### config.mk
export PLATFORM = sky130hd
export DESIGN_NAME = rmq_front
export DESIGN_NICKNAME = d
export VERILOG_FILES = /design/src/rtl/core/rmq_pkg.sv /design/src/rtl/core/rmq_front.sv
export SDC_FILE = /design/constraint.sdc
export NUM_CORES = 1
export LEC_CHECK = 0
export BUFFER_PORTS_ARGS = -buffer_cell sky130_fd_sc_hd__buf_2
export CAP_MARGIN = 5
export CORE_UTILIZATION = 45
export DETAILED_ROUTE_END_ITERATION = 7
export HOLD_SLACK_MARGIN = 0.03
export PLACE_DENSITY = 0.75
export SETUP_SLACK_MARGIN = 0.1
export SYNTH_ARGS = -nofsm -noshare
export SYNTH_HDL_FRONTEND = slang
export SYNTH_SLANG_ARGS = --single-unit
### constraint.sdc
create_clock -name clk -period 11.3 [get_ports clk]
set_clock_uncertainty 0.05 [all_clocks]
set_input_delay 3.39 -clock clk [delete_from_list [all_inputs] [get_ports clk]]
set_output_delay 3.39 -clock clk [all_outputs]
set_load 0.02 [all_outputs]
### src/rtl/core/rmq_pkg.sv
// Shared types and constants for the rotation matrix to quaternion pipeline.
package rmq_pkg;

  localparam int SQRT_STEPS = 23;  // one root bit per cell
  localparam int DIV_STEPS  = 23;  // one quotient bit per cell
  localparam int LANES      = 3;
  localparam logic signed [18:0] Q_ONE = 19'sd16384;

  typedef enum logic [1:0] {
    PATH_TRACE = 2'd0,
    PATH_X     = 2'd1,
    PATH_Y     = 2'd2,
    PATH_Z     = 2'd3
  } path_t;

  typedef struct packed {
    path_t                  path;
    logic [2:0]             sign;
    logic [2:0][16:0]       mag;
    logic [17:0]            rad;   // radicand pairs still to consume, msb first
    logic [23:0]            rem;
    logic [22:0]            root;
  } sqrt_word_t;

  typedef struct packed {
    path_t                  path;
    logic [2:0]             sign;
    logic [23:0]            den;   // 2*S
    logic [2:0][23:0]       rem;
    logic [2:0][22:0]       numlo; // numerator bits still to bring down
    logic [2:0][22:0]       quo;
  } div_word_t;

endpackage

### src/rtl/core/rmq_front.sv
// Input cell: trace, branch select, radicand and off-diagonal sums and differences.
module rmq_front (
  input  logic                     clk,
  input  logic                     rst,
  input  logic                     in_valid,
  output logic                     in_ready,
  input  logic [143:0]             in_data,
  output logic                     out_valid,
  input  logic                     out_ready,
  output rmq_pkg::sqrt_word_t      out_word
);

  logic                  valid;
  rmq_pkg::sqrt_word_t   word;
  rmq_pkg::sqrt_word_t   word_next;

  logic signed [18:0] m00, m01, m02, m10, m11, m12, m20, m21, m22;
  logic signed [18:0] tr, r;
  logic signed [18:0] d0, d1, d2;
  logic signed [17:0] d [3];
  logic signed [17:0] dn;
  rmq_pkg::path_t     path;

  assign m00 = 19'(signed'(in_data[15:0]));
  assign m01 = 19'(signed'(in_data[31:16]));
  assign m02 = 19'(signed'(in_data[47:32]));
  assign m10 = 19'(signed'(in_data[63:48]));
  assign m11 = 19'(signed'(in_data[79:64]));
  assign m12 = 19'(signed'(in_data[95:80]));
  assign m20 = 19'(signed'(in_data[111:96]));
  assign m21 = 19'(signed'(in_data[127:112]));
  assign m22 = 19'(signed'(in_data[143:128]));

  assign tr = m00 + m11 + m22;

  always_comb begin
    if (tr > 0) begin
      path = rmq_pkg::PATH_TRACE;
    end else if (m11 > m00) begin
      path = (m22 > m11) ? rmq_pkg::PATH_Z : rmq_pkg::PATH_Y;
    end else begin
      path = (m22 > m00) ? rmq_pkg::PATH_Z : rmq_pkg::PATH_X;
    end
    case (path)
      rmq_pkg::PATH_TRACE: begin
        r = tr + rmq_pkg::Q_ONE;
        d0 = m12 - m21; d1 = m20 - m02; d2 = m01 - m10;
      end
      rmq_pkg::PATH_X: begin
        r = rmq_pkg::Q_ONE + m00 - m11 - m22;
        d0 = m12 - m21; d1 = m01 + m10; d2 = m02 + m20;
      end
      rmq_pkg::PATH_Y: begin
        r = rmq_pkg::Q_ONE + m11 - m22 - m00;
        d0 = m20 - m02; d1 = m12 + m21; d2 = m10 + m01;
      end
      default: begin
        r = rmq_pkg::Q_ONE + m22 - m00 - m11;
        d0 = m01 - m10; d1 = m20 + m02; d2 = m21 + m12;
      end
    endcase
    // not a rotation: clamp radicand to one lsb
    if (r <= 0) r = 19'sd1;
  end

  assign d[0] = d0[17:0];
  assign d[1] = d1[17:0];
  assign d[2] = d2[17:0];

  always_comb begin
    dn = '0;
    word_next = '0;
    word_next.path = path;
    word_next.rad  = r[17:0];
    for (int l = 0; l < rmq_pkg::LANES; l++) begin
      dn = -d[l];
      word_next.sign[l] = d[l][17];
      word_next.mag[l]  = d[l][17] ? dn[16:0] : d[l][16:0];
    end
  end

  assign in_ready = !valid || out_ready;

  always_ff @(posedge clk) begin
    if (rst) begin
      valid <= 1'b0;
    end else if (in_ready) begin
      valid <= in_valid;
    end
    if (in_ready && in_valid) begin
      word <= word_next;
    end
  end

  assign out_valid = valid;
  assign out_word  = word;

endmodule

== Word-level counts from Yosys, hierarchy flattened ==
Cells that the tools add are included.
Storage, ports and cells
  register bits after elaboration: 75
  bits in latches: 0
  RAM bits: 0
  bits in read-only memories: 0
  bits of input ports: 148
  output and inout bits: 123
  logic and storage cells: 51
  memories kept: 0
Cells by class
  add/sub/neg operators: 21
  multipliers: 0
  divide/modulo/power cells: 0
  magnitude comparators: 5
  eq/ne operators: 2
  shift-type cells: 0
  multiplexer cells: 11
  bitwise gates (word level): 0
  reduce and logical (&&, ||, !) cells: 5
Operator list (count)
  $pmux 18 s3: 2
  $add 16x16->17: 4
  $pmux 19 s3: 1
  $sub 18x16->19: 3
  $sub 17x16->18: 3
  $add 16x16->17 const A: 3
  $mux 17: 3
  $neg 17->17: 3
  $sub 16x16->17: 3
  $gt 16x16->1: 3
  $pmux 18 s2: 1
  $add 18x16->19 const B: 1
  $le 19x1->1 const B: 1
  $add 17x16->18: 1
  $gt 18x1->1 const B: 1
  $mux 2: 3
  $eq 2x1->1 const B: 1
  $eq 2x2->1 const B: 1
  $logic_not 2->1: 1
  $reduce_or 2->1: 1
  $logic_and 1x1->1: 1
  $logic_not 1->1: 1
  $logic_or 1x1->1: 1
  $mux 1: 1

== Logic depth before layout (Yosys ltp) ==
  depth after elaboration: 9
  depth in mapped cells: 29
  gate-level depth less buffers: 27

== Least setup slack after synthesis ==
Ideal clock, no wire load.
  path type: input -> register
  from: in in_data[1]
  to: reg word, in the netlist out_word[113] (data pin)
  setup time: 267 ps
  arrival: 9043 ps
  required time: 10983 ps
  slack: 1940 ps
  stages on the path: 29
  path buffers: 4
  cells stage by stage: fa_1 > ha_1 > fa_1 > a211oi_2 > nor3_1 > nor2_1 > o21bai_1 > a21o_1 > a21oi_1 > xnor2_1 > inv_1 > ha_1 > nand4b_1 > or4b_1 > a2111o_1 > o31ai_4 > nand2_1 > buf_2 > buf_2 > buf_2 > clkbuf_1 > nor2_1 > mux2i_1 > inv_1 > ha_1 > and3b_1 > and2_1 > a31oi_1 > xnor2_1
RTL lines
  from (decl): line rmq_front.sv:7  | input logic [143:0] in_data,
  to (signal assigned): line rmq_front.sv:91  | word <= word_next;
  to (decl): line rmq_front.sv:14  | rmq_pkg::sqrt_word_t word;

==> out/results.ini <==
[route]
routed_via_density = 5.816
drt-total-wl_um = 56710
vias = 16210
wire_per_inst_um = 20.34
drc = 8
drt-initial-drc-count = 1447
dr.pass1.iters = 8
ant_nets = 0

[clock_network]
cts_buffer_depth = 2
path_clk_slew_ps = 50
cts_tree = built
htree_num_levels = 3
cts_resized = 0
numCtsBuffers = 9
clock-sinks = 75
postCtsSetupBuffers = 0
ctsRootBufferMaster = clkbuf_16
cts_hold_buf = 0
clk_latency_ps = 330

[critical_path]
cp_data_arrival_time_ps = 9860
slowest_delay_ps = 640
worst_setup_path_start_kind = primary input
regToRegEndpoint = out_word[101]
worstReg2RegStart = out_valid
path_cells = buf_2 > fa_1 > ha_1 > fa_1 > a211oi_2 > nor3_1 > nor2_1 > o21bai_1 > a21o_1 > a21oi_1 > xnor2_1 > inv_1 > ha_1 > nand4b_1 > or4b_1 > a2111o_1 > o31a_1 > nor2_8 > a32oi_2 > nor4b_4 > nand4b_1 > o31ai_2 > xnor2_1
cp_slowest_cell = nor2_8
critical_path_class = primary input to flop
crit_fanout = 45
cp-end-kind = flop
r2r_cells = 3
r2r_slack_ps = 9600
cp.required_ps = 11320

[synth]
yosysWarnings = 0
synth_flop_cell = edfxtp_1
avgSynthCellArea_sq_um = 8.426
synth.ff_latch_count = 75
synth_xor_area_frac = 0.08164
synth_edf_count = 74
synthAdderAreaFrac = 0.3054
syn_inst = 2088
synth_top_area_frac = 0.2155
synth.cell_area_sq_um = 17590
synthArstFlopShare = 0
synthSimpleGateAreaFrac = 0.1486
synth-compound-area-share = 0.2203
synth.area.mux_share = 0.03727
yosysTopAreaCell = ha_1
synth_area_leaders = ha_1 (22%), edfxtp_1 (13%), fa_1 (9.0%)
yosysSeqAreaShare = 0.1274
synth_top_family_by_area = adder cells
yosysUniqueCellTypes = 94

[timing]
timing.hold.ws_ps = 468.1
max_slew_margin = 0.1007
finalSetupViolations = 0
worstMarginPinSlew_ps = 1330
tns_ps = 0
grt_setup_unrepaired = false
slew_viol_final = 0
hold_viol = 0
fin_crit_sh = 0.8708
clock.fmax_ghz = 0.1016
fin_crit_ps = 9840

[final_layout]
mostFrequentLayoutCell = ha_1
drive_above_1_share = 0.1376
area_delta_synth_final_pct = 9.580
layout_common_cells = ha_1 (303), buf_2 (223), inv_1 (188)
final_net_count = 2793

[floorplanning]
ioPinCount = 271
die_w_um = 199.7
die_area_sq_um = 39890
num_rows = 72
chipHeight_um = 199.7
core_region_area_sq_um = 38650
initial_core_util = 0.4552

[global_route]
track_usage = 0.2807
antenna_found_initial = 5
top_usage_layer = met1
grtUsageMet1 = 0.4348
grt_start_max_net_pins = 75
grt_overflow = 0
grt_pass1_wl_um = 86170
met3_usage = 0.04354
first_global_vias = 15010
grtUsageMet2 = 0.4072

[status]
failed_checks = DRC
outcome = finished with violations

[placed_design]
place_congestion = 1.045
hpwl_um = 48300
portBuffers = 223

[run]
max_cap_violations = 0

[min_path]
hold_depth = 2
hold_path_class = flop to flop
worstHoldStart = out_valid
holdPathEnd = out_valid

[pwr]
peakVddDrop_mv = 0.08513
p_per_area_nw_per_um2 = 159.1
p_leak_nw = 8.858

[cells in the mapped netlist, drive strengths merged (15+ instances only)]
cell    number
o31ai       21
nand2b      33
ha         303
xor2        48
o21ai      115
a211oi      33
nand3       34
nor2       130
xnor2      116
nand2      114
inv        189
a21oi      157
nor4        16
clkbuf      53
mux2i       52
fa          79
edfxtp      74
nor3        46
o21bai      26
nor2b       33
buf         69
a21o        28
o21a        24
a31oi       28
and3        15
o211ai      18
[kinds of logic after synthesis]
family | count (synthesis)
xor gates and xnor gates | 164
muxes | 64
AOI/OAI and AO/OA | 581
and+or+nand+nor | 508
other | 1
adders and majority gates | 382
buffers and inverters | 313
DFF | 75
[where the power goes]
part	total (W)	switching [W]	internal (W)
combinational	0.00229	0.00147	0.000820
clock	0.000261	0.000110	0.000150
sequential	0.000515	0.0000338	0.000481
total	0.00307	0.00162	0.00145
[final cells by class]
type,instances,area (sq um)
Clock buffer,10,229.0
Fill cell,3723,19370
Tap cell,518,648.1
Antenna cell,2,5.005
Inverter,191,716.9
Sequential cell,75,2242
Multi-Input combinational cell,1746,14150
Clock inverter,6,47.55
Timing Repair Buffer,240,1244
[per-layer routing]
layer  up-vias  part of all wire
met3        50             0.096
li1       7702                 -
met4         4             0.014
met2       739              0.41
met1      7719              0.48
met5         -           0.00051
[critical path: cells and delay by family]
family | cells | cell delay [ps]
xor+xnor | 2 | 210
buf+inv | 2 | 220
fa+ha+maj | 4 | 1350
simple gates | 7 | 2310
compound gates | 8 | 2370
[flip-flops by register name, summed over array words and instances, names as in the netlist]
signal     flops
out_word      74
out_valid      1
[stage by stage]
step / util / area (sq um) / power [W] / cells / setup WS (ps)
floorplan: - / 17770 / 0.002095 / 2134 / 1940
global placement: 0.4916 / 19000 / 0.002719 / 2770 / 1401
detailed placement: 0.4916 / 19000 / 0.002748 / 2770 / 1246
CTS: 0.4987 / 19270 / 0.003019 / 2786 / 1584
global route: 0.4987 / 19270 / 0.003279 / 2786 / 1139
finish: 0.4988 / 19280 / 0.003068 / 2788 / 1460
[how the worst max path moves through the flow]
stage                           from       endpoint  slack (ps)  cells past startpoint
after floorplan           in_data[1]  out_word[113]        1940                     29
after global placement    in_data[1]   out_word[97]        1400                     24
after detailed placement  in_data[1]   out_word[80]        1250                     23
after CTS                 in_data[1]   out_word[80]        1580                     23
after global routing      in_data[1]   out_word[80]        1140                     23
final                     in_data[1]   out_word[80]        1460                     23
Note: power is estimated with default switching activity, not from simulation.
