===== src/rtl/core/rmq_pkg.sv =====
// Shared types and constants for the rotation matrix to quaternion pipeline.
package rmq_pkg;

  localparam int SQRT_STEPS = 23;  // one root bit per cell
  localparam int DIV_STEPS  = 23;  // one quotient bit per cell
  localparam int LANES      = 3;
  localparam logic signed [18:0] Q_ONE = 19'sd16384;

  typedef enum logic [1:0] {
    PATH_TRACE = 2'd0,
    PATH_X     = 2'd1,
    PATH_Y     = 2'd2,
    PATH_Z     = 2'd3
  } path_t;

  typedef struct packed {
    path_t                  path;
    logic [2:0]             sign;
    logic [2:0][16:0]       mag;
    logic [17:0]            rad;   // radicand pairs still to consume, msb first
    logic [23:0]            rem;
    logic [22:0]            root;
  } sqrt_word_t;

  typedef struct packed {
    path_t                  path;
    logic [2:0]             sign;
    logic [23:0]            den;   // 2*S
    logic [2:0][23:0]       rem;
    logic [2:0][22:0]       numlo; // numerator bits still to bring down
    logic [2:0][22:0]       quo;
  } div_word_t;

endpackage


===== src/rtl/core/rmq_div_cell.sv =====
// Division cell: one restoring quotient bit for each of the three lanes.
module rmq_div_cell (
  input  logic                clk,
  input  logic                rst,
  input  logic                in_valid,
  output logic                in_ready,
  input  rmq_pkg::div_word_t  in_word,
  output logic                out_valid,
  input  logic                out_ready,
  output rmq_pkg::div_word_t  out_word
);

  logic                valid;
  rmq_pkg::div_word_t  word;
  rmq_pkg::div_word_t  word_next;
  logic [24:0]         t [3];

  always_comb begin
    word_next = in_word;
    for (int l = 0; l < rmq_pkg::LANES; l++) begin
      t[l] = {in_word.rem[l], in_word.numlo[l][22]};
      word_next.numlo[l] = {in_word.numlo[l][21:0], 1'b0};
      if (t[l] >= {1'b0, in_word.den}) begin
        word_next.rem[l] = 24'(t[l] - {1'b0, in_word.den});
        word_next.quo[l] = {in_word.quo[l][21:0], 1'b1};
      end else begin
        word_next.rem[l] = t[l][23:0];
        word_next.quo[l] = {in_word.quo[l][21:0], 1'b0};
      end
    end
  end

  assign in_ready = !valid || out_ready;

  always_ff @(posedge clk) begin
    if (rst) begin
      valid <= 1'b0;
    end else if (in_ready) begin
      valid <= in_valid;
    end
    if (in_ready && in_valid) begin
      word <= word_next;
    end
  end

  assign out_valid = valid;
  assign out_word  = word;

endmodule


===== config.mk =====
export PLATFORM = sky130hd
export DESIGN_NAME = rmq_div_cell
export DESIGN_NICKNAME = d
export VERILOG_FILES = /design/src/rtl/core/rmq_pkg.sv /design/src/rtl/core/rmq_div_cell.sv
export SDC_FILE = /design/constraint.sdc
export NUM_CORES = 1
export LEC_CHECK = 0
export BUFFER_PORTS_ARGS = -buffer_cell sky130_fd_sc_hd__buf_2
export CORE_AREA = 4 4 185 187
export CTS_BUF_LIST = sky130_fd_sc_hd__clkbuf_4 sky130_fd_sc_hd__clkbuf_8
export CTS_CLUSTER_DIAMETER = 30
export DETAILED_ROUTE_END_ITERATION = 10
export DIE_AREA = 0 0 189 191
export PLACE_DENSITY_LB_ADDON = 0.2
export SETUP_SLACK_MARGIN = 0.4
export SYNTH_ARGS = -nofsm -noshare
export SYNTH_HDL_FRONTEND = slang
export SYNTH_SLANG_ARGS = --single-unit

===== constraint.sdc =====
create_clock -name clk -period 8.52 [get_ports clk]
set_input_delay 2.13 -clock clk [delete_from_list [all_inputs] [get_ports clk]]
set_output_delay 2.13 -clock clk [all_outputs]
set_load 0.03 [all_outputs]

== Word-level counts from Yosys, hierarchy flattened ==
Cells that the tools add are included.

* Logic and storage cells: 28
* Bits in registers: 237
* Output and inout bits: 241

* Muxes and demuxes: 6
* Reductions and logical operators: 3
* Order comparisons: 3
* Add/subtract/negate cells: 3

{| class="wikitable"
|+ Operator list
! operator !! count
|-
| $ge A25 B24 Y1 || 3
|-
| $mux W24 || 3
|-
| $sub A24 B24 Y24 || 3
|-
| $mux W1 || 3
|-
| $logic_and A1 B1 Y1 || 1
|-
| $logic_not A1 Y1 || 1
|-
| $logic_or A1 B1 Y1 || 1
|}

== Logic depth before layout (Yosys ltp) ==
Gate-level depths: netlist (run 1).

* Depth in word-level cells: 3
* Mapped depth: 12
* Gate-level depth less buffers: 11

== Worst setup path after synthesis (run 1) ==
OpenSTA, ideal clock, no wires.

* Path kind: input-to-reg
* Start: in out_ready
* End: reg word, in the netlist out_word[0] (enable)
* Arrival: 7.868 ns
* Cell stages on the path: 2
* Required time: 7.895 ns
* Slack: 0.027 ns
* Cell sequence: nand2b_1 -> and2_1

* Cells in the longest elaborated chain, start to end: 2

{| class="wikitable"
|+ Ends and longest elaborated chain
! item !! line !! source
|-
| start: declaration || rmq_div_cell.sv:9 || <nowiki>input logic out_ready,</nowiki>
|-
| $logic_or A1 B1 Y1 || rmq_div_cell.sv:33 || <nowiki>assign in_ready = !valid || out_ready;</nowiki>
|-
| $logic_and A1 B1 Y1 || rmq_div_cell.sv:41 || <nowiki>if (in_ready && in_valid) begin</nowiki>
|-
| end signal: assignment || rmq_div_cell.sv:42 || <nowiki>word <= word_next;</nowiki>
|-
| end: declaration || rmq_div_cell.sv:14 || <nowiki>rmq_pkg::div_word_t word;</nowiki>
|}

No other way between the ends.
A chain may end at the register's enable or synchronous reset.

==> results of run 1 <==
==> flip-flops by register name, indices dropped and copies added, names as in the netlist <==
| register | flops |
|---|---|
| out_valid | 1 |
| out_word | 236 |
==> through the flow <==
step                power (uW)  utilization
global route              3970        0.497
global placement          2230        0.455
floorplan                 2000            -
CTS                       3840        0.497
finish                    3780        0.497
detailed placement        2240        0.455
==> cells in the final DEF (no fill, tap or decap), types with 6 or more instances in the layout <==
cell,n
clkinvlp_4,11
clkinv_4,6
clkinv_1,7
xor2_1,29
nor3_1,17
xnor2_1,25
nand4_1,10
nand3_1,14
o31ai_1,6
nand2_1,52
nand2b_1,6
edfxtp_1,236
a211oi_1,8
a21o_1,31
o21ai_0,48
a31oi_1,10
o21bai_1,14
a21oi_1,71
nor2_1,59
mux2_2,30
clkinv_2,8
nor2b_1,10
bufinv_16,9
ha_1,72
and3_1,6
inv_1,38
clkbuf_4,7
buf_2,477
clkbuf_8,60
o21a_1,13
==> final cells by class <==
class                           instances  area, um2  area share
Sequential cell                       237       7110       0.440
Clock buffer                           67        878      0.0544
Tap cell                              442        553      0.0343
Antenna cell                            4       10.0    0.000620
Multi-Input combinational cell        618       4540       0.281
Clock inverter                         43        499      0.0309
Inverter                               38        143     0.00884
Timing Repair Buffer                  479       2410       0.150
==> per-layer routing <==
layer / wire [um] / vias to the layer above
li1: - / 4560
met2: 18300 / 318
met1: 14600 / 4376
met5: 27 / -
met4: 924 / 4
met3: 2810 / 75
==> cell usage after synthesis (all sizes together), types with 3 or more instances <==
master	n	area [um2]
mux2	33	383
a31oi	11	83.8
a21boi	3	33.8
o21bai	14	105
or2	6	37.5
nor2b	10	62.6
a2111oi	3	57.6
buf	16	104
and2	5	31.3
o31ai	9	91.3
o21ai	50	250
nor3	19	105
and3	6	37.5
a21oi	72	364
o31a	4	35.0
o21a	13	97.6
a211oi	8	60.1
or3	5	31.3
o211ai	3	22.5
xor2	29	254
xnor2	25	219
o2111ai	5	43.8
edfxtp	236	7090
clkbuf	9	33.8
a2bb2oi	3	50.1
nor2	59	221
nand2	52	195
nand2b	6	37.5
ha	72	901
nand3	14	70.1
and4	3	26.3
fa	3	60.1
mux2i	3	30.0
nand4	10	62.6
a21o	31	233
nand3b	3	22.5
inv	38	143
==> how the worst min path moves through the flow <==
stage | startpoint | endpoint | slack (ps) | depth (start not counted)
2_1_floorplan | out_valid | out_valid | 860 | 2
3_3_place_gp | out_valid | out_valid | 510 | 2
3_5_place_dp | out_valid | out_valid | 520 | 2
4_1_cts | out_valid | out_valid | 530 | 2
5_1_grt | out_valid | out_valid | 590 | 2
6_report | out_valid | out_valid | 530 | 2
==> power groups by stage <==
| stage | Sequential, uW | Clock [uW] | Combinational [uW] |
|---|---|---|---|
| after global placement | 1450 | 0 | 781 |
| after CTS | 1430 | 1620 | 791 |
| after floorplan | 1650 | 0 | 350 |
| after detailed placement | 1450 | 0 | 788 |
| final | 1430 | 1570 | 784 |
| after global routing | 1440 | 1680 | 847 |
==> critical path, stage by stage <==
cell and delay (ps):
buf_2 100, inv_1 240, ha_1 370, a21o_1 220, a21o_1 180, a21o_1 220
a2111oi_2 370, nor3_1 220, a21boi_4 890, mux2_2 430
==> kinds of logic after synthesis <==
family	count (synthesis)	share of synthesized area
adders and majority gates	75	0.0807
xor gates and xnor gates	54	0.0397
AOI/OAI and AO/OA	243	0.139
other	1	0.000315
muxes	36	0.0347
buffers and inverters	63	0.0235
DFF	237	0.597
and+or+nand+nor	207	0.0847
==> flow_summary_export.csv, run 1 <==
group,metric,value,unit
power_and_ir_drop,swShare,0.296,
grt,grt_util_met3,0.0657,
grt,grt_overflow,0,
critical_path,r2r_slack,6070,ps
synthesis,synth_cells,916,
synthesis,synth_edf_count,236,
clock_tree,tritoncts,"built",
clock_tree,htreeDepth,2,
floorplan,die_w,189,um
critical_path,crit_path_start,"in_word[224]",
power_and_ir_drop,seq_power_share,0.378,
sta,timing.final.crit_share,0.590,
power_and_ir_drop,power.switching,1120,uW
power_and_ir_drop,p_clk_frac,0.415,
clock_tree,path_clk_slew,60,ps
min_path,hp-class,"flip-flop to flip-flop",
grt,grt_max_degree,188,
clock_tree,cts_root_buffer,"clkbuf_8",
floorplan,die_y,191,um
sta,hold_viol,0,
floorplan,rows,66,
sta,period_needed,5030,ps
final_layout,nFillCells,3024,
drt,drt_wl_total,36.7,mm
drt,vias,9333,
drt,drtPass1Iterations,6,
sta,tightest_slew,1160,ps
placement,dp_cells,1814,
synthesis,ys_types,70,
run_status,status,"complete, no violations",
clock_tree,clock-sinks,237,
floorplan,initial_core_util,0.367,
power_and_ir_drop,p_per_area,234,nW/um2
placement,place.gp.congestion,0.894,
floorplan,ioPinCount,484,
drt,drt_iter0_markers,442,
drt,detail-route-antenna-nets,0,
power_and_ir_drop,max-vdd-ir-drop,0.000110,V
placement,hpwl,28.8,mm
critical_path,required,8890,ps
sta,rsz0062_at_grt,"no",
critical_path,cp_max_fo,45,
grt,grt_pass1_vias,9370,
grt,grt_pass1_wl,53.1,mm
critical_path,reg2reg_depth,3,
clock_tree,ctsHoldBuffers,0,
power_and_ir_drop,p_comb_frac,0.207,
floorplan,die_area,36100,um2
critical_path,crit_end,"out_word[174]",
sta,clock.fmax,199,MHz
synthesis,synth-main-ff-cell,"edfxtp_1",
drt,drc,0,
placement,numPortBuffers,477,
clock_tree,post_cts_buffers,0,
job,maxCapViolations,0,
grt,grt.busiest_layer,"met2",
critical_path,rr_startpoint,"out_valid",
synthesis,async_reset_ff_frac,0,
final_layout,area.growth.synth_to_final,35.6,%
synthesis,synth.yosys.seq_area_share,0.597,
power_and_ir_drop,p_leak,0.00700,uW
synthesis,ys_ff_latch,237,
drt,wl_per_cell,19.0,um
sta,finalSetupViolCount,0,
sta,setup_tns,0,ps
grt,antenna_found_initial,5,
sta,worst_hold_slack,530,ps
drt,routed_via_density,4.84,
critical_path,r2r_end,"out_word[152]",
sta,skew,21.6,ps
grt,use_met2,0.330,
critical_path,start_kind,"input port",
sta,drv_slew,0,
power_and_ir_drop,p_int,2660,uW
grt,grt_util_met1,0.226,
synthesis,yosys_warnings,0,
placement,dp_slack,2840,ps
critical_path,end_kind,"flip-flop",
critical_path,crit_type,"input port to flip-flop",
sta,relSlewSlack,0.226,
clock_tree,clock_path_buffers,3,
final_layout,final_area,16100,um2
final_layout,drive_gt1_frac,0.431,
floorplan,core,32500,um2
placement,dpl_cell_area,14800,um2
final_layout,nets,1751,
grt,groute.usage.overall,0.192,
synthesis,avgSynthCellArea,13.0,um2
sta,worst_slack,3490,ps
synthesis,syn-cell-area,11900,um2
critical_path,cp.arrival,5390,ps
clock_tree,cts.repair.resized,0,
clock_tree,clk_latency,630,ps
clock_tree,numCtsBuffers,59,
final_layout,instances_no_fill,1928,
(Power assumes the default switching activity.)
==> inputs of run 2 (changes only) <==
==> constraint.sdc (replaced) <==
create_clock -name clk -period 4.65 [get_ports clk]
set_input_delay 1.1625 -clock clk [delete_from_list [all_inputs] [get_ports clk]]
set_output_delay 1.1625 -clock clk [all_outputs]
set_load 0.03 [all_outputs]
==> run 2 against run 1 <==
Compared with the run above: power rose by 79%; global-route usage about the same; critical endpoint is now out_word[190]; clock-buffer cell count down 1; sequential share of layout area about the same; non-clock buffer count is 11 higher; clock power up 73%; die area is the same.
==> flow_summary_export.csv, run 2 (synthesized netlist as in run 1, its figures left out) <==
group,metric,value,unit
run_status,status,"complete, no violations",
clock_tree,ctsHoldBuffers,0,
sta,drv_slew,0,
grt,grt_pass1_wl,52.8,mm
clock_tree,cts_root_buffer,"clkbuf_8",
sta,clock.fmax,280,MHz
sta,finalSetupViolCount,0,
floorplan,die_y,191,um
sta,timing.final.crit_share,0.767,
critical_path,crit_slowest_cell,"mux2_2",
final_layout,final_area,16200,um2
critical_path,cp_max_fo,23,
critical_path,crit_type,"input port to flip-flop",
clock_tree,numCtsBuffers,57,
power_and_ir_drop,max-vdd-ir-drop,0.000322,V
clock_tree,htreeDepth,2,
critical_path,cp_cell_sequence,"buf_2, inv_1, ha_1, nor2b_1, o31ai_2, a21oi_2, a2bb2oi_2, o31ai_4, a31oi_4, a2bb2oi_4, buf_4, mux2_2",
critical_path,end_kind,"flip-flop",
sta,rsz0062_at_grt,"no",
floorplan,die_w,189,um
final_layout,layout_commonest_cell,"buf_2",
sta,worst_slack,1080,ps
drt,routed_via_density,4.83,
min_path,hp-class,"flip-flop to flip-flop",
sta,hold_viol,0,
power_and_ir_drop,power,6780,uW
floorplan,ioPinCount,484,
power_and_ir_drop,p_per_area,420,nW/um2
critical_path,cp_slowest_stage_delay,380,ps
sta,setup_tns,0,ps
final_layout,area.growth.synth_to_final,35.7,%
clock_tree,clock-sinks,237,
drt,wl_per_cell,19.2,um
job,maxCapViolations,0,
clock_tree,clock_path_buffers,3,
floorplan,initial_core_util,0.367,
placement,hpwl,29.5,mm
sta,relSlewSlack,0.442,
drt,met2_length,18.7,mm
placement,numPortBuffers,477,
grt,grt_pass1_vias,9224,
clock_tree,tritoncts,"built",
clock_tree,clk_latency,630,ps
final_layout,nFillCells,2959,
power_and_ir_drop,p_leak,0.00705,uW
drt,dr_wl_met3,2.71,mm
placement,dp_slack,423,ps
grt,grt_overflow,0,
grt,antenna_found_initial,4,
final_layout,largest_reg_flops,236,
floorplan,die_area,36100,um2
drt,detail-route-antenna-nets,0,
sta,skew,37.7,ps
clock_tree,cts.repair.resized,0,
grt,groute.usage.overall,0.192,
sta,tightest_slew,837,ps
clock_tree,path_clk_slew,60,ps
placement,dpl_cell_area,14900,um2
sta,period_needed,3570,ps
drt,vias,9337,
floorplan,core,32500,um2
drt,drt_wl_total,37.1,mm
placement,dp_cells,1825,
drt,drt_iter0_markers,433,
drt,drtPass1Iterations,5,
final_layout,drive_gt1_frac,0.433,
grt,grt_max_degree,56,
critical_path,start_kind,"input port",
final_layout,nets,1760,
drt,drc,0,
drt,wl_met1,15.0,mm
floorplan,rows,66,
final_layout,layout_common_cells,"buf_2, edfxtp_1, ha_1, a21oi_1, nor2_1",
drt,top_layer_used,"met5",
clock_tree,post_cts_buffers,0,
critical_path,cp.arrival,3930,ps
placement,place.gp.congestion,0.901,
critical_path,required,5010,ps
final_layout,instances_no_fill,1933,
[run 2: worst max-delay path: cells and delay by family]
kind,cells,cell delay (ps)
and+or+nand+nor,1,190
adders and majority gates,1,320
buffers and inverters,3,670
AOI/OAI and AO/OA,6,1190
muxes,1,380
[run 2: layout make-up]
class | count | area [um2] | share of cell area
Antenna cell | 2 | 5.00 | 0.000310
Clock buffer | 66 | 852 | 0.0527
Clock inverter | 40 | 424 | 0.0263
Inverter | 38 | 143 | 0.00883
Multi-Input combinational cell | 618 | 4540 | 0.281
Sequential cell | 237 | 7110 | 0.440
Tap cell | 442 | 553 | 0.0342
Timing Repair Buffer | 490 | 2530 | 0.157
[run 2: metrics by stage]
| stage | util | hold slack (ps) |
|---|---|---|
| detailed placement | 0.458 | 523 |
| floorplan | - | 867 |
| global route | 0.498 | 572 |
| CTS | 0.498 | 535 |
| global placement | 0.458 | 506 |
| finish | 0.498 | 542 |
[run 2: report_power, final]
part	leakage (uW)	total, uW	internal [uW]	switching (uW)
combinational	0.00410	1450	518	936
clock	0.000659	2710	1680	1030
sequential	0.00229	2620	2580	37.3
total	0.00705	6780	4780	2000
[run 2: final timing paths]
check                    start            end  cells after the start  slack [ps]
setup / recovery  in_word[211]  out_word[190]                     12        1080
hold reg to reg      out_valid      out_valid                      2         540
hold / removal       out_valid      out_valid                      2         540
setup reg to reg     out_valid   out_word[76]                      3        2670
[run 2: per-layer routing]
metal,GRT usage,up-vias
met5,0,-
met4,0.0535,4
met2,0.334,303
li1,-,4574
met1,0.229,4413
met3,0.0601,43
