[config.mk]
export PLATFORM = sky130hd
export DESIGN_NAME = rmq_sqrt_cell
export DESIGN_NICKNAME = d
export VERILOG_FILES = /design/src/rtl/core/rmq_pkg.sv /design/src/rtl/core/rmq_sqrt_cell.sv
export SDC_FILE = /design/constraint.sdc
export NUM_CORES = 1
export LEC_CHECK = 0
export BUFFER_PORTS_ARGS = -buffer_cell sky130_fd_sc_hd__buf_2
export CORE_ASPECT_RATIO = 0.5
export CORE_MARGIN = 2
export CORE_UTILIZATION = 43
export DETAILED_ROUTE_END_ITERATION = 12
export PLACE_DENSITY = 0.77
export RECOVER_POWER = 100
export SLEW_MARGIN = 20
export SYNTH_ARGS = -nofsm -noshare
export SYNTH_HDL_FRONTEND = slang
export SYNTH_SLANG_ARGS = --single-unit
[constraint.sdc]
create_clock -name clk -period 4 [get_ports clk]
set_input_delay 0.6 -clock clk [delete_from_list [all_inputs] [get_ports clk]]
set_output_delay 0.6 -clock clk [all_outputs]
set_load 0.005 [all_outputs]
[src/rtl/core/rmq_pkg.sv]
// Shared types and constants for the rotation matrix to quaternion pipeline.
package rmq_pkg;

  localparam int SQRT_STEPS = 23;  // one root bit per cell
  localparam int DIV_STEPS  = 23;  // one quotient bit per cell
  localparam int LANES      = 3;
  localparam logic signed [18:0] Q_ONE = 19'sd16384;

  typedef enum logic [1:0] {
    PATH_TRACE = 2'd0,
    PATH_X     = 2'd1,
    PATH_Y     = 2'd2,
    PATH_Z     = 2'd3
  } path_t;

  typedef struct packed {
    path_t                  path;
    logic [2:0]             sign;
    logic [2:0][16:0]       mag;
    logic [17:0]            rad;   // radicand pairs still to consume, msb first
    logic [23:0]            rem;
    logic [22:0]            root;
  } sqrt_word_t;

  typedef struct packed {
    path_t                  path;
    logic [2:0]             sign;
    logic [23:0]            den;   // 2*S
    logic [2:0][23:0]       rem;
    logic [2:0][22:0]       numlo; // numerator bits still to bring down
    logic [2:0][22:0]       quo;
  } div_word_t;

endpackage

[src/rtl/core/rmq_sqrt_cell.sv]
// Square root cell: settles one root bit from two radicand bits.
module rmq_sqrt_cell (
  input  logic                 clk,
  input  logic                 rst,
  input  logic                 in_valid,
  output logic                 in_ready,
  input  rmq_pkg::sqrt_word_t  in_word,
  output logic                 out_valid,
  input  logic                 out_ready,
  output rmq_pkg::sqrt_word_t  out_word
);

  logic                 valid;
  rmq_pkg::sqrt_word_t  word;
  rmq_pkg::sqrt_word_t  word_next;
  logic [25:0]          t;
  logic [25:0]          trial;

  assign t     = {in_word.rem, in_word.rad[17:16]};
  assign trial = {1'b0, in_word.root, 2'b01};

  always_comb begin
    word_next     = in_word;
    word_next.rad = {in_word.rad[15:0], 2'b00};
    if (t >= trial) begin
      word_next.rem  = 24'(t - trial);
      word_next.root = {in_word.root[21:0], 1'b1};
    end else begin
      word_next.rem  = t[23:0];
      word_next.root = {in_word.root[21:0], 1'b0};
    end
  end

  assign in_ready = !valid || out_ready;

  always_ff @(posedge clk) begin
    if (rst) begin
      valid <= 1'b0;
    end else if (in_ready) begin
      valid <= in_valid;
    end
    if (in_ready && in_valid) begin
      word <= word_next;
    end
  end

  assign out_valid = valid;
  assign out_word  = word;

endmodule

# [Word-level counts from Yosys, hierarchy flattened]
# Index checks and enable logic that the tools add are counted.
[word_totals] inputBits=125 out_inout_bits=123 elab_cells=15 register_bits=120
[classes] reduce_logical=3 n_addsub=1 order_cmp=1 mux=1
[ops] cell="2-to-1 mux 47 bit" n=1
[ops] cell="greater-or-equal comparator 26 x 25 -> 1 bit" n=1
[ops] cell="subtractor 24 bit" n=1
[ops] cell="logical AND 1 bit" n=1
[ops] cell="logical NOT 1 bit" n=1
[ops] cell="logical OR 1 bit" n=1

# [Longest topological paths before layout]
# Gate-level depths: netlist (run 1).
[depth] depth_word=3 depth_mapped=13 mapped_depth_nobuf=9

# [Least setup slack after synthesis (run 1)]
# No wires, ideal clock.
[synth_timing] kind="input to register" startpoint="input out_ready" endpoint="register word, in the netlist out_word[0], enable pin" path_buffers=0 setup_time_ps=492 path_slack_ps=0 stages=2 arrival_time_ps=3508 cell_sequence="nand2b_1 and2_1"
[synth_via] elab_chain_cells=2
[synth_rtl] element="start: declaration" line_no="rmq_sqrt_cell.sv:9" text="input logic out_ready,"
[synth_rtl] element="logical OR 1 bit" line_no="rmq_sqrt_cell.sv:34" text="assign in_ready = !valid || out_ready;"
[synth_rtl] element="logical AND 1 bit" line_no="rmq_sqrt_cell.sv:42" text="if (in_ready && in_valid) begin"
[synth_rtl] element="end signal: assignment" line_no="rmq_sqrt_cell.sv:43" text="word <= word_next;"
[synth_rtl] element="end: declaration" line_no="rmq_sqrt_cell.sv:14" text="rmq_pkg::sqrt_word_t word;"
# Every way passes these cells.
# A chain may end at the register's enable or synchronous reset.

# [Final worst setup path (run 1)]
[layout_timing] startpoint="register valid (netlist: out_valid)" endpoint="register word, in the netlist out_word[28], enable pin"
[layout_via] elab_chain_cells=3
[layout_rtl] element="start: declaration" line_no="rmq_sqrt_cell.sv:13" text="logic valid;"
[layout_rtl] element="start signal: assignment" line_no="rmq_sqrt_cell.sv:40" text="valid <= in_valid;"
[layout_rtl] element="logical NOT 1 bit" line_no="rmq_sqrt_cell.sv:34"
[layout_rtl] element="logical OR 1 bit" line_no="rmq_sqrt_cell.sv:34"
[layout_rtl] element="logical AND 1 bit" line_no="rmq_sqrt_cell.sv:42"
# Every way passes these cells.

==> results.json, run 1 <==
{
  "violations": "capacitance limit, slew limit",
  "seqCellArea_um2": 3590,
  "track_usage": 0.206,
  "endpoint_kind": "flop",
  "period_needed_ns": 3.21,
  "arrival_ns": 3.24,
  "tns_ns": 0,
  "syn_to_final_growth_pct": 33.8,
  "tightest_slew_ns": 2.16,
  "drv_slew": 47,
  "antenna_left": 0,
  "cts-root-buf": "clkbuf_16",
  "outcome": "complete, but fails checks",
  "hp-class": "in -> reg",
  "layout-drive-gt1-share": 0.301,
  "dr.pass1.iters": 7,
  "syn_inst": 408,
  "initial_core_util": 0.440,
  "setup_ws_ns": 0.793,
  "synth_area_um2": 5580,
  "path_buf_inv": 1,
  "place_area_um2": 6960,
  "avgRoutedWirePerCell_um": 17.3,
  "path_depth": 3,
  "synth-edff-count": 119,
  "synth.most_common_cell": "edfxtp_1",
  "synth_area_per_cell_um2": 13.7,
  "synth-async-reset-ratio": 0,
  "pin_count": 248,
  "cts_resized": 0,
  "cts_hold_buf": 0,
  "critPathMaxFanout": 47,
  "synth-xor-area-share": 0.0189,
  "synth.distinct_cells": 58,
  "yosysTopAreaCell": "edfxtp_1",
  "synth-seq-area-share": 0.645,
  "avgViaCountPerCell": 5.09,
  "synth_top_area_frac": 0.641,
  "synthTopCellsByArea": "edfxtp_1 64%, ha_1 5.6%, inv_1 2.5%, a21oi_1 2.1%, mux2_4 1.9%",
  "cts_setup_buffers": 0,
  "crit_chain": "nand2b_1 -> and2_1 -> clkbuf_2",
  "dp_hpwl_mm": 10.9,
  "gr-total-overflow": 0,
  "total_power_w": 0.00369,
  "slew-limit-headroom": -0.437,
  "die_area_um2": 13900,
  "clk-insertion-delay-late_ns": 0.41,
  "cts_max_path_buffers": 2,
  "synth_compound_area_frac": 0.134,
  "ir_drop_mv": 0.259,
  "core_um2": 12700,
  "grt_pass1_vias": 4116,
  "place_ws_ns": 0.470,
  "powerDensity_nw_per_um2": 495,
  "grt_max_degree": 50,
  "hold_depth": 2,
  "maxCapViolations": 1,
  "synth-main-ff-cell": "edfxtp_1",
  "drc": 0,
  "synth-seq-cells": 120,
  "cts-buffers-inserted": 17,
  "worst_clock_skew_ns": 0.00723,
  "multi_input_area_um2": 1710,
  "yosys_warnings": 0,
  "p_leak_nw": 3.08,
  "portBuffers": 245,
  "reg2regPathDepth": 3,
  "crit_required_ns": 4.03,
  "routabilityCongestion": 0.929,
  "clkSinkCount": 120,
  "crit_type": "reg -> reg",
  "rsz0062_at_grt": "false",
  "path_clk_slew_ns": 0.05,
  "wl_mm": 14.6,
  "grt_pass1_wl_mm": 21.9,
  "h-tree-depth": 4,
  "drtIter0Drc": 363,
  "reg2reg_slack_ns": 0.79,
  "final_nets": 812,
  "fillers": 1089,
  "cts_tree": "yes",
  "synth-adder-area-share": 0.0561,
  "setup_viol": 0,
  "critPathSlowestCell": "and2_1",
  "synth_top_family_by_area": "compound AO/OA/AOI/OAI gates",
  "cp_top_family": "simple AND/OR/NAND/NOR gates",
  "cp-start-kind": "flop",
  "yosys.area_share.simple": 0.0608,
  "finalCritPeriodShare": 0.802,
  "vias": 4308,
  "synth_mux_area_frac": 0.0420,
  "slowest_delay_ns": 1.60,
  "num_rows": 29,
  "die_w_um": 165,
  "post-route-util": 0.589,
  "hold_viol": 0,
  "final_area_um2": 7460,
  "fmax_mhz": 312,
  "yosys-top-cells-count": "119 x edfxtp_1, 37 x inv_1, 25 x ha_1, 23 x a21oi_1, 23 x nand2_1",
  "die_y_um": 84.5,
  "antenna_found_initial": 1
}
[worst reg2reg max path: stages (launching register included)]
cell	delay (ns)
dfxtp_1	0.32
nand2b_1	0.12
and2_1	1.60
clkbuf_2	0.79
[placed cells by master, fill, tap and decap left out, drive strengths merged, types with 4 or more instances in the layout]
cell	n
bufinv	4
buf	161
a21oi	23
mux2i	5
clkbuf	105
inv	43
xnor2	10
nand2	23
o21ai	21
a31oi	4
nand4	4
a211oi	7
edfxtp	119
o31ai	5
nand3	4
o21a	9
o211ai	14
a21o	5
nor3	7
mux2	14
nor2	18
ha	25
clkinv	4
[through the flow]
stage | instances | hold slack [ns]
finish | 846 | 0.355
global route | 846 | 0.342
CTS | 845 | 0.350
detailed placement | 813 | 0.570
global placement | 813 | 0.514
floorplan | 409 | 0.522
[state kept, by name, summed over array words and instances (netlist names)]
register,flops
out_valid,1
out_word,119
[worst paths after layout]
path / start / end
worst max-delay path: out_valid$_SDFFE_PP0N_ / out_word[28]$_DFFE_PP_
worst min-delay path: rst / out_valid$_SDFFE_PP0N_
worst max register to register: out_valid$_SDFFE_PP0N_ / out_word[28]$_DFFE_PP_
worst min register to register: out_valid$_SDFFE_PP0N_ / out_valid$_SDFFE_PP0N_
[where the power goes]
part	leakage (nW)	internal, W	switching [W]
clock	0.310	0.00106	0.000595
sequential	1.16	0.00150	0.0000222
combinational	1.61	0.000216	0.000299
total	3.08	0.00278	0.000916
[per-layer routing]
metal,vias up,part of all wire,track usage
li1,2079,-,-
met1,2027,0.44,0.274
met2,184,0.47,0.331
met3,18,0.082,0.0514
met4,0,0.014,0.0672
met5,-,0,0
[area by class of cell]
class / count / area share
Clock inverter: 14 / 0.0284
Inverter: 38 / 0.0198
Tap cell: 170 / 0.0285
Timing Repair Buffer: 248 / 0.154
Multi-Input combinational cell: 237 / 0.229
Sequential cell: 120 / 0.482
Antenna cell: 1 / 0.000336
Clock buffer: 18 / 0.0576
[cell families after synthesis]
group / Yosys count
multiplexers: 19
AND/OR/NAND/NOR: 70
buffers and inverters: 52
flip-flops: 120
XOR/XNOR: 12
other: 1
AO/OA/AOI/OAI: 109
adder cells (fa/ha/maj): 25
Power figures use the tool's default switching activity.
==> inputs of run 2 (changes only) <==
--- a/config.mk
+++ b/config.mk
@@ -8,9 +8,9 @@
 export BUFFER_PORTS_ARGS = -buffer_cell sky130_fd_sc_hd__buf_2
 export CORE_ASPECT_RATIO = 0.5
 export CORE_MARGIN = 2
-export CORE_UTILIZATION = 43
+export CORE_UTILIZATION = 48
 export DETAILED_ROUTE_END_ITERATION = 12
-export PLACE_DENSITY = 0.77
+export PLACE_DENSITY = 0.81
 export RECOVER_POWER = 100
 export SLEW_MARGIN = 20
 export SYNTH_ARGS = -nofsm -noshare
==> constraint.sdc (replaced) <==
create_clock -name clk -period 3.2 [get_ports clk]
set_input_delay 0.48 -clock clk [delete_from_list [all_inputs] [get_ports clk]]
set_output_delay 0.48 -clock clk [all_outputs]
set_load 0.005 [all_outputs]
==> run 2 against run 1 <==
The run still ends with capacitance limit, slew limit left. Critical path depth rose by 7. Sequential share of layout area fell by 0.26 points. Routed wire length rose by 0.92%. Setup slack got worse by 0.25 ns. Total power rose by 24%. Sequential power rose by 25%. Final cell count fell by 1.7%. Die area fell by 10%. Non-clock buffer count rose by 12. Worst hold slack got worse by 0.13 ns. Core utilization rose by 8.4 points. Register-to-register slack got worse by 0.16 ns. Critical path type is now in -> reg.
==> results.json, run 2 (synthesis results as in run 1) <==
{
  "pin_count": 248,
  "clk-insertion-delay-late_ns": 0.40,
  "clkSinkCount": 120,
  "violations": "capacitance limit, slew limit",
  "crit_type": "in -> reg",
  "slew-limit-headroom": -0.263,
  "num_rows": 27,
  "hold_viol": 0,
  "rsz0062_at_grt": "false",
  "track_usage": 0.233,
  "largest_register_ffs": 119,
  "die_y_um": 80.2,
  "portBuffers": 245,
  "vias": 4419,
  "hp-class": "in -> reg",
  "avgRoutedWirePerCell_um": 17.7,
  "total_power_w": 0.00458,
  "cp-start-kind": "input pin",
  "syn_to_final_growth_pct": 34.5,
  "final_common_cell": "buf_2",
  "dp_hpwl_mm": 10.9,
  "place_ws_ns": 0.244,
  "arrival_ns": 2.87,
  "cts_hold_buf": 0,
  "avgViaCountPerCell": 5.31,
  "cts_tree": "yes",
  "finalCritPeriodShare": 0.831,
  "drc": 0,
  "h-tree-depth": 4,
  "die_area_um2": 12500,
  "worst_clock_skew_ns": 0.00664,
  "tightest_slew_ns": 1.90,
  "ir_drop_mv": 0.383,
  "antenna_left": 0,
  "path_clk_slew_ns": 0.06,
  "cts_max_path_buffers": 2,
  "cts_setup_buffers": 0,
  "cts-root-buf": "clkbuf_16",
  "antenna_found_initial": 0,
  "p_leak_nw": 3.12,
  "die_w_um": 156,
  "grt_max_degree": 47,
  "drv_slew": 37,
  "crit_required_ns": 3.41,
  "drtIter0Drc": 412,
  "setup_viol": 0,
  "gr-total-overflow": 0,
  "wl_mm": 14.7,
  "grt_pass1_vias": 4242,
  "initial_core_util": 0.500,
  "core_um2": 11100,
  "dr.pass1.iters": 5,
  "tns_ns": 0,
  "critPathMaxFanout": 8,
  "antennaDiodeCount": 0,
  "mostFrequentLayoutCells": "158 x buf_2, 119 x edfxtp_1, 88 x clkbuf_1",
  "endpoint_kind": "flop",
  "powerDensity_nw_per_um2": 611,
  "setup_ws_ns": 0.540,
  "maxCapViolations": 1,
  "cts_resized": 0,
  "fmax_mhz": 376,
  "final_nets": 824,
  "cts-buffers-inserted": 17,
  "grt_pass1_wl_mm": 22.0,
  "layout-drive-gt1-share": 0.310,
  "outcome": "complete, but fails checks",
  "post-route-util": 0.673,
  "period_needed_ns": 2.66,
  "routabilityCongestion": 0.937
}
run 2: worst paths after layout:
kind	from	end	slack [ns]	cells after the start
min reg2reg	out_valid$_SDFFE_PP0N_	out_valid$_SDFFE_PP0N_	0.56	2
max reg2reg	out_valid$_SDFFE_PP0N_	out_word[72]$_DFFE_PP_	0.63	3
max	in_word[0]	out_word[46]$_DFFE_PP_	0.54	10
min	rst	out_valid$_SDFFE_PP0N_	0.22	2
run 2: critical path: stages:
cell and delay, ns:
clkbuf_1 0.10, inv_1 0.06, ha_1 0.37, and2b_1 0.18, o211ai_2 0.10, a31o_1 0.28
o311a_1 0.36, o21a_1 0.21, clkbuf_1 0.28, o41ai_1 0.44
run 2: cell type report:
cell class / instances / area [µm²]
Clock buffer: 18 / 429
Clock inverter: 14 / 185
Fill cell: 879 / 3650
Inverter: 38 / 148
Multi-Input combinational cell: 237 / 1710
Sequential cell: 120 / 3590
Tap cell: 145 / 181
Timing Repair Buffer: 260 / 1250
run 2: power breakdown:
part           leakage [nW]  internal, W  total, W  switching (W)
clock                 0.291      0.00125   0.00200       0.000756
combinational          1.67     0.000289  0.000675       0.000386
sequential             1.16      0.00187   0.00190      0.0000276
total                  3.12      0.00341   0.00458        0.00117
run 2: through the flow:
step | hold WS [ns] | cells | instance area (µm²)
floorplan | 0.522 | 409 | 5580
global placement | 0.543 | 800 | 7030
detailed placement | 0.555 | 800 | 7030
CTS | 0.213 | 832 | 7650
global route | 0.213 | 832 | 7500
finish | 0.222 | 832 | 7500
run 2: metal layers:
metal	share of wire	vias to the layer above	wire length, µm	global-route usage
met5	0	-	0	0
met4	0.014	0	204	0.0853
met3	0.063	22	930	0.0480
met2	0.50	200	7380	0.404
met1	0.42	2099	6220	0.292
li1	-	2098	-	-
==> inputs of run 3 (changes only) <==
--- a/config.mk
+++ b/config.mk
@@ -8,9 +8,9 @@
 export BUFFER_PORTS_ARGS = -buffer_cell sky130_fd_sc_hd__buf_2
 export CORE_ASPECT_RATIO = 0.5
 export CORE_MARGIN = 2
-export CORE_UTILIZATION = 48
+export CORE_UTILIZATION = 43
 export DETAILED_ROUTE_END_ITERATION = 12
-export PLACE_DENSITY = 0.81
+export PLACE_DENSITY = 0.77
 export RECOVER_POWER = 100
 export SLEW_MARGIN = 20
 export SYNTH_ARGS = -nofsm -noshare
==> constraint.sdc (replaced) <==
create_clock -name clk -period 2.35 [get_ports clk]
set_input_delay 0.3525 -clock clk [delete_from_list [all_inputs] [get_ports clk]]
set_output_delay 0.3525 -clock clk [all_outputs]
set_load 0.005 [all_outputs]
==> run 3 against run 2 <==
The run now ends clean. Sequential cell count stayed put. First-iteration DRC count up 23%. Setup slack worse by 0.42 ns. Critical path type unchanged. Largest power group unchanged.
==> results.json, run 3 (synthesis results as in run 1) <==
{
  "worst_clock_skew_ns": 0.00846,
  "grt_pass1_vias": 4702,
  "endpoint_kind": "flop",
  "slew-limit-headroom": 0.0592,
  "drc": 0,
  "portBuffers": 245,
  "drtIter0Drc": 508,
  "powerDensity_nw_per_um2": 787,
  "reg2reg_slack_ns": 0.21,
  "hp-start": "rst",
  "grt_max_degree": 38,
  "use_met1": 0.292,
  "hp-class": "in -> reg",
  "final_common_cell": "buf_2",
  "final_nets": 894,
  "multi_input_area_um2": 1810,
  "regToRegEndpoint": "out_word[41]$_DFFE_PP_",
  "fmax_mhz": 449,
  "total_power_w": 0.00645,
  "dp_hpwl_mm": 11.8,
  "critPathMaxFanout": 8,
  "cts_max_path_buffers": 2,
  "ir_drop_mv": 0.465,
  "crit_required_ns": 2.56,
  "avgViaCountPerCell": 5.04,
  "hold_depth": 2,
  "grtUsageMet3": 0.0459,
  "cts_setup_buffers": 0,
  "cts-buffers-inserted": 17,
  "syn_to_final_growth_pct": 47.2,
  "arrival_ns": 2.44,
  "core_um2": 12700,
  "fillers": 1027,
  "seqCellArea_um2": 3590,
  "die_w_um": 165,
  "routabilityCongestion": 0.931,
  "wl_mm": 15.5,
  "outcome": "complete, no violations",
  "period_needed_ns": 2.23,
  "h-tree-depth": 4,
  "gr-total-overflow": 0,
  "place_ws_ns": -0.358,
  "grtUsageMet2": 0.377,
  "num_rows": 29,
  "clkSinkCount": 120,
  "cts_hold_buf": 0,
  "clk-insertion-delay-late_ns": 0.41,
  "setup_ws_ns": 0.124,
  "grt.busiest_layer": "met2",
  "finalCritPeriodShare": 0.947,
  "cts-root-buf": "clkbuf_16",
  "grt_pass1_wl_mm": 23.8,
  "path_clk_slew_ns": 0.06,
  "avgRoutedWirePerCell_um": 16.7,
  "antennaDiodeCount": 0,
  "cp-start-kind": "input pin",
  "p_leak_nw": 3.51,
  "cts_tree": "yes",
  "crit_type": "in -> reg",
  "antenna_found_initial": 0,
  "tightest_slew_ns": 1.41,
  "dr.pass1.iters": 5,
  "setup_viol": 0,
  "mostFrequentLayoutCells": "165 x buf_2, 119 x edfxtp_1, 79 x clkbuf_1, 79 x buf_4, 35 x inv_1",
  "layout-drive-gt1-share": 0.411,
  "r2r-start": "out_valid$_SDFFE_PP0N_",
  "hold_viol": 0,
  "pin_count": 248,
  "die_area_um2": 13900,
  "track_usage": 0.224,
  "maxCapViolations": 0,
  "antenna_left": 0,
  "die_y_um": 84.5,
  "drv_slew": 0,
  "reg2regPathDepth": 3,
  "vias": 4670,
  "largest_register_ffs": 119,
  "whs_endpoint": "out_valid$_SDFFE_PP0N_",
  "rsz0062_at_grt": "false",
  "initial_core_util": 0.440
}
[run 3: cell count changes in the layout (fill, tap and decap cells not counted), sizes merged]
cell,before,now
clkinvlp,3,0
buf,173,248
clkinv,1,3
clkbuf,105,99
inv,45,47
[run 3: routing by layer]
layer | vias up | part of all wire
li1 | 2232 | -
met1 | 2225 | 0.42
met2 | 193 | 0.50
met3 | 20 | 0.067
met4 | 0 | 0.014
met5 | - | 0
[run 3: area by class of cell]
type / instances / share of cell area
sequential: 120 / 0.438
multi-input combinational: 237 / 0.220
timing repair buffer: 330 / 0.220
clock buffer: 17 / 0.0518
tap: 170 / 0.0259
clock inverter: 15 / 0.0244
inverter: 38 / 0.0198
[run 3: worst max-delay path by stage]
| stage | from | slack (ns) | depth (start not counted) | to |
|---|---|---|---|---|
| finish | in_word[0] | 0.12 | 10 | out_word[46]$_DFFE_PP_ |
| global route | out_valid$_SDFFE_PP0N_ | 0.02 | 3 | out_word[43]$_DFFE_PP_ |
| CTS | in_word[2] | 0.06 | 9 | out_word[36]$_DFFE_PP_ |
| detailed placement | in_word[2] | -0.36 | 9 | out_word[36]$_DFFE_PP_ |
| global placement | in_word[2] | -0.31 | 9 | out_word[36]$_DFFE_PP_ |
| floorplan | in_word[0] | -0.23 | 12 | out_word[33]$_DFFE_PP_ |
[run 3: critical path, stage by stage]
cell and delay, ns:
buf_2 0.14, inv_8 0.03, ha_4 0.29, and2b_1 0.16
o211ai_2 0.12, a31o_1 0.22, o311a_1 0.32, o21a_2 0.25
buf_4 0.19, o41ai_1 0.36
[run 3: where the power goes]
part / internal (W) / switching (W)
Combinational: 0.000530 / 0.000569
Sequential: 0.00255 / 0.0000374
Clock: 0.00171 / 0.00105
[run 3: what timing repair did]
item                                    CTS  global route
endpoints found under the setup margin    0            17
resized for setup                         0             3
endpoints found under the hold margin     0             0
[run 3: metrics by stage]
stage	hold slack, ns	cell area [µm²]	TNS (ns)	utilization	cells
after floorplan	0.422	5730	-2.50	-	409
after global placement	0.508	7710	-5.08	0.609	895
after detailed placement	0.520	7710	-6.27	0.609	895
after CTS	0.0895	8330	0	0.658	927
after global routing	0.0977	8210	0	0.648	927
final	0.103	8210	0	0.648	927
